$ cat src/hw/rtl/dtmt_pkg.sv
// Package for the drop-test minimum-trials core: widths, the payload structs,
// the sequencer state type and the row-memory request/response structs.
// No dependencies.
`default_nettype none

package dtmt_pkg;

    localparam int MAX_FLOORS = 65536;
    localparam int ROW_DEPTH  = MAX_FLOORS + 1;
    localparam int ADDR_W     = $clog2(ROW_DEPTH);
    localparam int VAL_W      = 16;
    localparam int FLOORS_W   = 17;
    localparam int PHONES_W   = 6;
    localparam int K_W        = $clog2(ADDR_W + 1);

    typedef struct packed {
        logic [FLOORS_W-1:0] floors;
        logic [PHONES_W-1:0] phones;
    } t_in_req;

    typedef struct packed {
        logic [VAL_W-1:0] tests;
        logic             impossible;
    } t_out_req;

    typedef enum logic [3:0] {
        ST_IDLE,
        ST_INIT,
        ST_ROW0,
        ST_ROW1,
        ST_CELL_RD,
        ST_CELL_WR,
        ST_FIN_RD,
        ST_FIN_CAP,
        ST_DONE
    } t_state;

    // Row memory control: one write port, two reads on the current row and
    // two on the previous row.
    typedef struct packed {
        logic              we;
        logic              wbank;
        logic [ADDR_W-1:0] waddr;
        logic [VAL_W-1:0]  wdata;
        logic              prev_bank;
        logic [ADDR_W-1:0] cur_a0;
        logic [ADDR_W-1:0] cur_a1;
        logic [ADDR_W-1:0] prev_a0;
        logic [ADDR_W-1:0] prev_a1;
    } t_mem_ctl;

    typedef struct packed {
        logic [VAL_W-1:0] cur_d0;
        logic [VAL_W-1:0] cur_d1;
        logic [VAL_W-1:0] prev_d0;
        logic [VAL_W-1:0] prev_d1;
    } t_mem_rsp;

endpackage

`default_nettype wire

$ cat src/hw/rtl/dtmt_cell.sv
// Shared cell unit: evaluates the cost at the current split and the next one
// and picks the smaller. Depends on dtmt_pkg.
`default_nettype none

module dtmt_cell (
    input  dtmt_pkg::t_mem_rsp         i_rsp,
    output logic [dtmt_pkg::VAL_W-1:0] o_value,
    output logic                       o_step
);
    import dtmt_pkg::*;

    logic [VAL_W:0] here, next;

    always_comb begin
        here = {1'b0, (i_rsp.cur_d0 > i_rsp.prev_d0) ? i_rsp.cur_d0 : i_rsp.prev_d0}
               + (VAL_W+1)'(1);
        next = {1'b0, (i_rsp.cur_d1 > i_rsp.prev_d1) ? i_rsp.cur_d1 : i_rsp.prev_d1}
               + (VAL_W+1)'(1);
        // Advance the split only on a strictly smaller cost.
        o_step  = (next < here);
        o_value = o_step ? next[VAL_W-1:0] : here[VAL_W-1:0];
    end

endmodule

`default_nettype wire

$ cat config.mk
export PLATFORM = sky130hd
export DESIGN_NAME = dtmt_cell
export DESIGN_NICKNAME = d
export VERILOG_FILES = /design/src/hw/rtl/dtmt_pkg.sv /design/src/hw/rtl/dtmt_cell.sv
export SDC_FILE = /design/constraint.sdc
export NUM_CORES = 1
export LEC_CHECK = 0
export ABC_AREA = 1
export BUFFER_PORTS_ARGS = -buffer_cell sky130_fd_sc_hd__buf_2
export CORE_MARGIN = 2
export CORE_UTILIZATION = 52
export DETAILED_ROUTE_END_ITERATION = 10
export GPL_ROUTABILITY_DRIVEN = 0
export PLACE_DENSITY = 0.78
export SLEW_MARGIN = 20
export SYNTH_ARGS = -nofsm -noshare
export SYNTH_HDL_FRONTEND = slang
export SYNTH_SLANG_ARGS = --single-unit
$ cat constraint.sdc
create_clock -name vclk -period 5.75
set_clock_uncertainty 0.15 [all_clocks]
set_input_delay 1.15 -clock vclk [all_inputs]
set_output_delay 1.15 -clock vclk [all_outputs]
set_load 0.02 [all_outputs]
==> run metrics, run 1 <==
outcome=stopped before the end; Failed at=clock tree synthesis; stop err=[ERROR DPL-0038] Utilization greater than 100%, impossible to legalize; Die Width=82.6 um; Commonest cells post-synth=nand2_1 (199), inv_1 (63), nand3_1 (61); syn avg cell area=5.70 sq um; I/O pin count=81; Port Buf Inserts=81; Cells after Synth=564; die height=82.6 um; dominant cell type by area after synthesis=nand2_1; post-DP HPWL=9.67 mm; Synthesized Nets=678; Mapped Area=0.00321 sq mm; starting density of the core=0.539; yosys warns=0; quantity of hold-fixing buffers added after cts=0; synth unique cells=33; row cnt=28; Synth top area share=0.232; part of the Yosys area used for sequential elements=0; Synth area leaders=nand2_1 (23%), ha_1 (19%), nand3_1 (9.5%); number of buffers added for setup after CTS=41; CTS resizes=143; top-count cell post-synth=nand2_1
-- through the flow --
step	worst slack [ns]	area (sq um)	hold WS [ns]	std cells
2_1_floorplan	-0.0924	3220	2.52	564
3_3_place_gp	-0.293	4960	2.75	885
3_5_place_dp	-0.576	4960	2.77	885
-- logic make-up after synthesis --
| kind of cell | Yosys count | synth area share |
|---|---|---|
| simple gates | 381 | 0.587 |
| buf+inv | 82 | 0.116 |
| fa+ha+maj | 50 | 0.195 |
| compound gates | 40 | 0.0674 |
| xor+xnor | 11 | 0.0347 |
==> run 2, diff against run 1 <==
CORE_UTILIZATION = 40   (was 52)
PLACE_DENSITY = not set   (was 0.78)
PLACE_DENSITY_LB_ADDON = 0.15   (was not set)
clock period = 7.5 ns   (was 5.75 ns; I/O delays follow)
==> run 2 against run 1 <==
  * The run now ends clean
  * Synthesized area is the same
  * Synthesized cell count is the same
==> run metrics, run 2 <==
worst stage delay on the critical path=0.31 ns; first-pass GRT wire length=14.1 mm; share of cells above drive strength 1=0.234; Vias/cell=5.09; Port Buf Inserts=81 (unchanged); Cells after Synth=564 (unchanged); placed cells=736 (-17%); CP endpoint kind=output pin; commonest non-fill, non-tap cell in the layout=nand2_1; met2 Track Usage GR=0.308; Core Region=0.00777 sq mm; I/O pin count=81 (unchanged); final hold slack=3.38 ns; FMAX=0.140 GHz; post-place setup slack=0.155 ns (+0.731 ns); actual slew at the worst max-slew pin=0.380 ns; syn avg cell area=5.70 sq um (unchanged); final wirelength=8.76 mm; relative slew slack=0.744; row cnt=32 (+14%); most frequent cells in the layout=nand2_1 (199), buf_2 (81), inv_1 (63), nand3_1 (61), ha_1 (50); met3 Use GR=0.00483; worst hold path type=in -> out; yosys warns=0 (unchanged); pwr dens=115 mW/mm^2; setup TNS=0 ns; Mapped Area=0.00321 sq mm (unchanged); Top cell by count, worst path=nand2_1; final std cells w/o fill=738; static leakage=2.14 nW; drc violations=0; dominant cell type by area after synthesis=nand2_1; nets=752; starting density of the core=0.414 (-0.126); Synth area leaders=nand2_1 (23%), ha_1 (19%), nand3_1 (9.5%); Synth top area share=0.232 (unchanged); outcome=finished, final reports clean; top-count cell post-synth=nand2_1; largest net degree at the start of global routing=29; register area=0 sq um; num sequential=0; P&R area growth vs syn=14.8%; Setup CP Type=in -> out; WP data required=5.85 ns; M1 GR Usage=0.294; drt first pass iters=5; initial antenna violation count=0; Crit-path slowest cell=ha_1; Commonest cells post-synth=nand2_1 (199), inv_1 (63), nand3_1 (61); CP bufs+invs=6; total gr overflow=0; post-DP HPWL=7.45 mm (-23%); clock buf count=0; Die Width=93.6 um (+13%); Vias=3754; arrival time at the worst endpoint=5.49 ns; final slew viol count=0; crit-path max FO=15; RSZ-0062 raised after global routing=false; CP delay by family, top=simple AND/OR/NAND/NOR gates; DRT antenna net count=0; part of the Yosys area used for sequential elements=0 (unchanged); GRT Max-Usage Layer=met2; Final Cycle Share=0.951; total track usage=0.189; Pwr Total=0.000424 W; Synthesized Nets=678 (unchanged); max_cap viols=0; vias in the first global route=3225; quantity of hold-fixing buffers added after cts=0 (unchanged); synth unique cells=33 (unchanged); wire per inst=11.9 um; setup violators final=0; die area=0.00877 sq mm; nature of the critical path startpoint=input pin; worst IR drop on VDD=0.123 mV; die height=93.6 um (+13%); crit path time final=7.14 ns; Hold Vio Cnt, Final=0; antenna cells=0; initial drt markers=187; Setup WS post-layout=0.364 ns
run 2: cell counts after synthesis:
Identical to the previous run, type by type.
run 2: path summary, 6_finish.rpt:
| kind | from | to | slack (ns) | depth (start not counted) |
|---|---|---|---|---|
| max | i_rsp[15] | o_value[13] | 0.36 | 26 |
| min | i_rsp[0] | o_value[0] | 3.38 | 5 |
run 2: through the flow:
step / utilization / cell area [sq um]
2_1_floorplan: - / 3210
3_3_place_gp: 0.471 / 3650
3_5_place_dp: 0.471 / 3650
4_1_cts: 0.471 / 3650
5_1_grt: 0.475 / 3690
6_report: 0.475 / 3690
run 2: where the power goes:
part	switching [W]	leakage (nW)	total (W)	internal, W
clock network	0	0	0	0
logic	0.000277	2.14	0.000424	0.000147
registers	0	0	0	0
total	0.000277	2.14	0.000424	0.000147
run 2: logic make-up after synthesis:
family          synth area share
buf+inv                    0.116
xor+xnor                  0.0347
compound gates            0.0674
fa+ha+maj                  0.195
simple gates               0.587
run 2: routing by layer:
| layer | up-vias | share of wire | wire length (um) |
|---|---|---|---|
| met4 | 0 | 0.0018 | 16 |
| met1 | 1672 | 0.50 | 4410 |
| met3 | 4 | 0.050 | 437 |
| li1 | 1981 | - | - |
| met5 | - | 0 | 0 |
| met2 | 97 | 0.44 | 3900 |
run 2: tightest hold or removal path, stage by stage:
cell and delay (ns):
buf_2 0.10, nand2_1 0.06, nand2_2 0.09, o21ai_0 0.11, buf_2 0.17
run 2: repair_timing:
action	4_1_cts	5_1_grt
endpoints found under the setup margin	0	17
resized for setup	0	3
hold endpoints to repair	0	0
setup buffers	0	0
run 2: layout make-up:
class	count	area (sq um)
inverters	67	251
multi-input cells	484	2870
well taps	102	128
fillers	899	4080
repair buffers	85	435
Power figures use the tool's default switching activity.
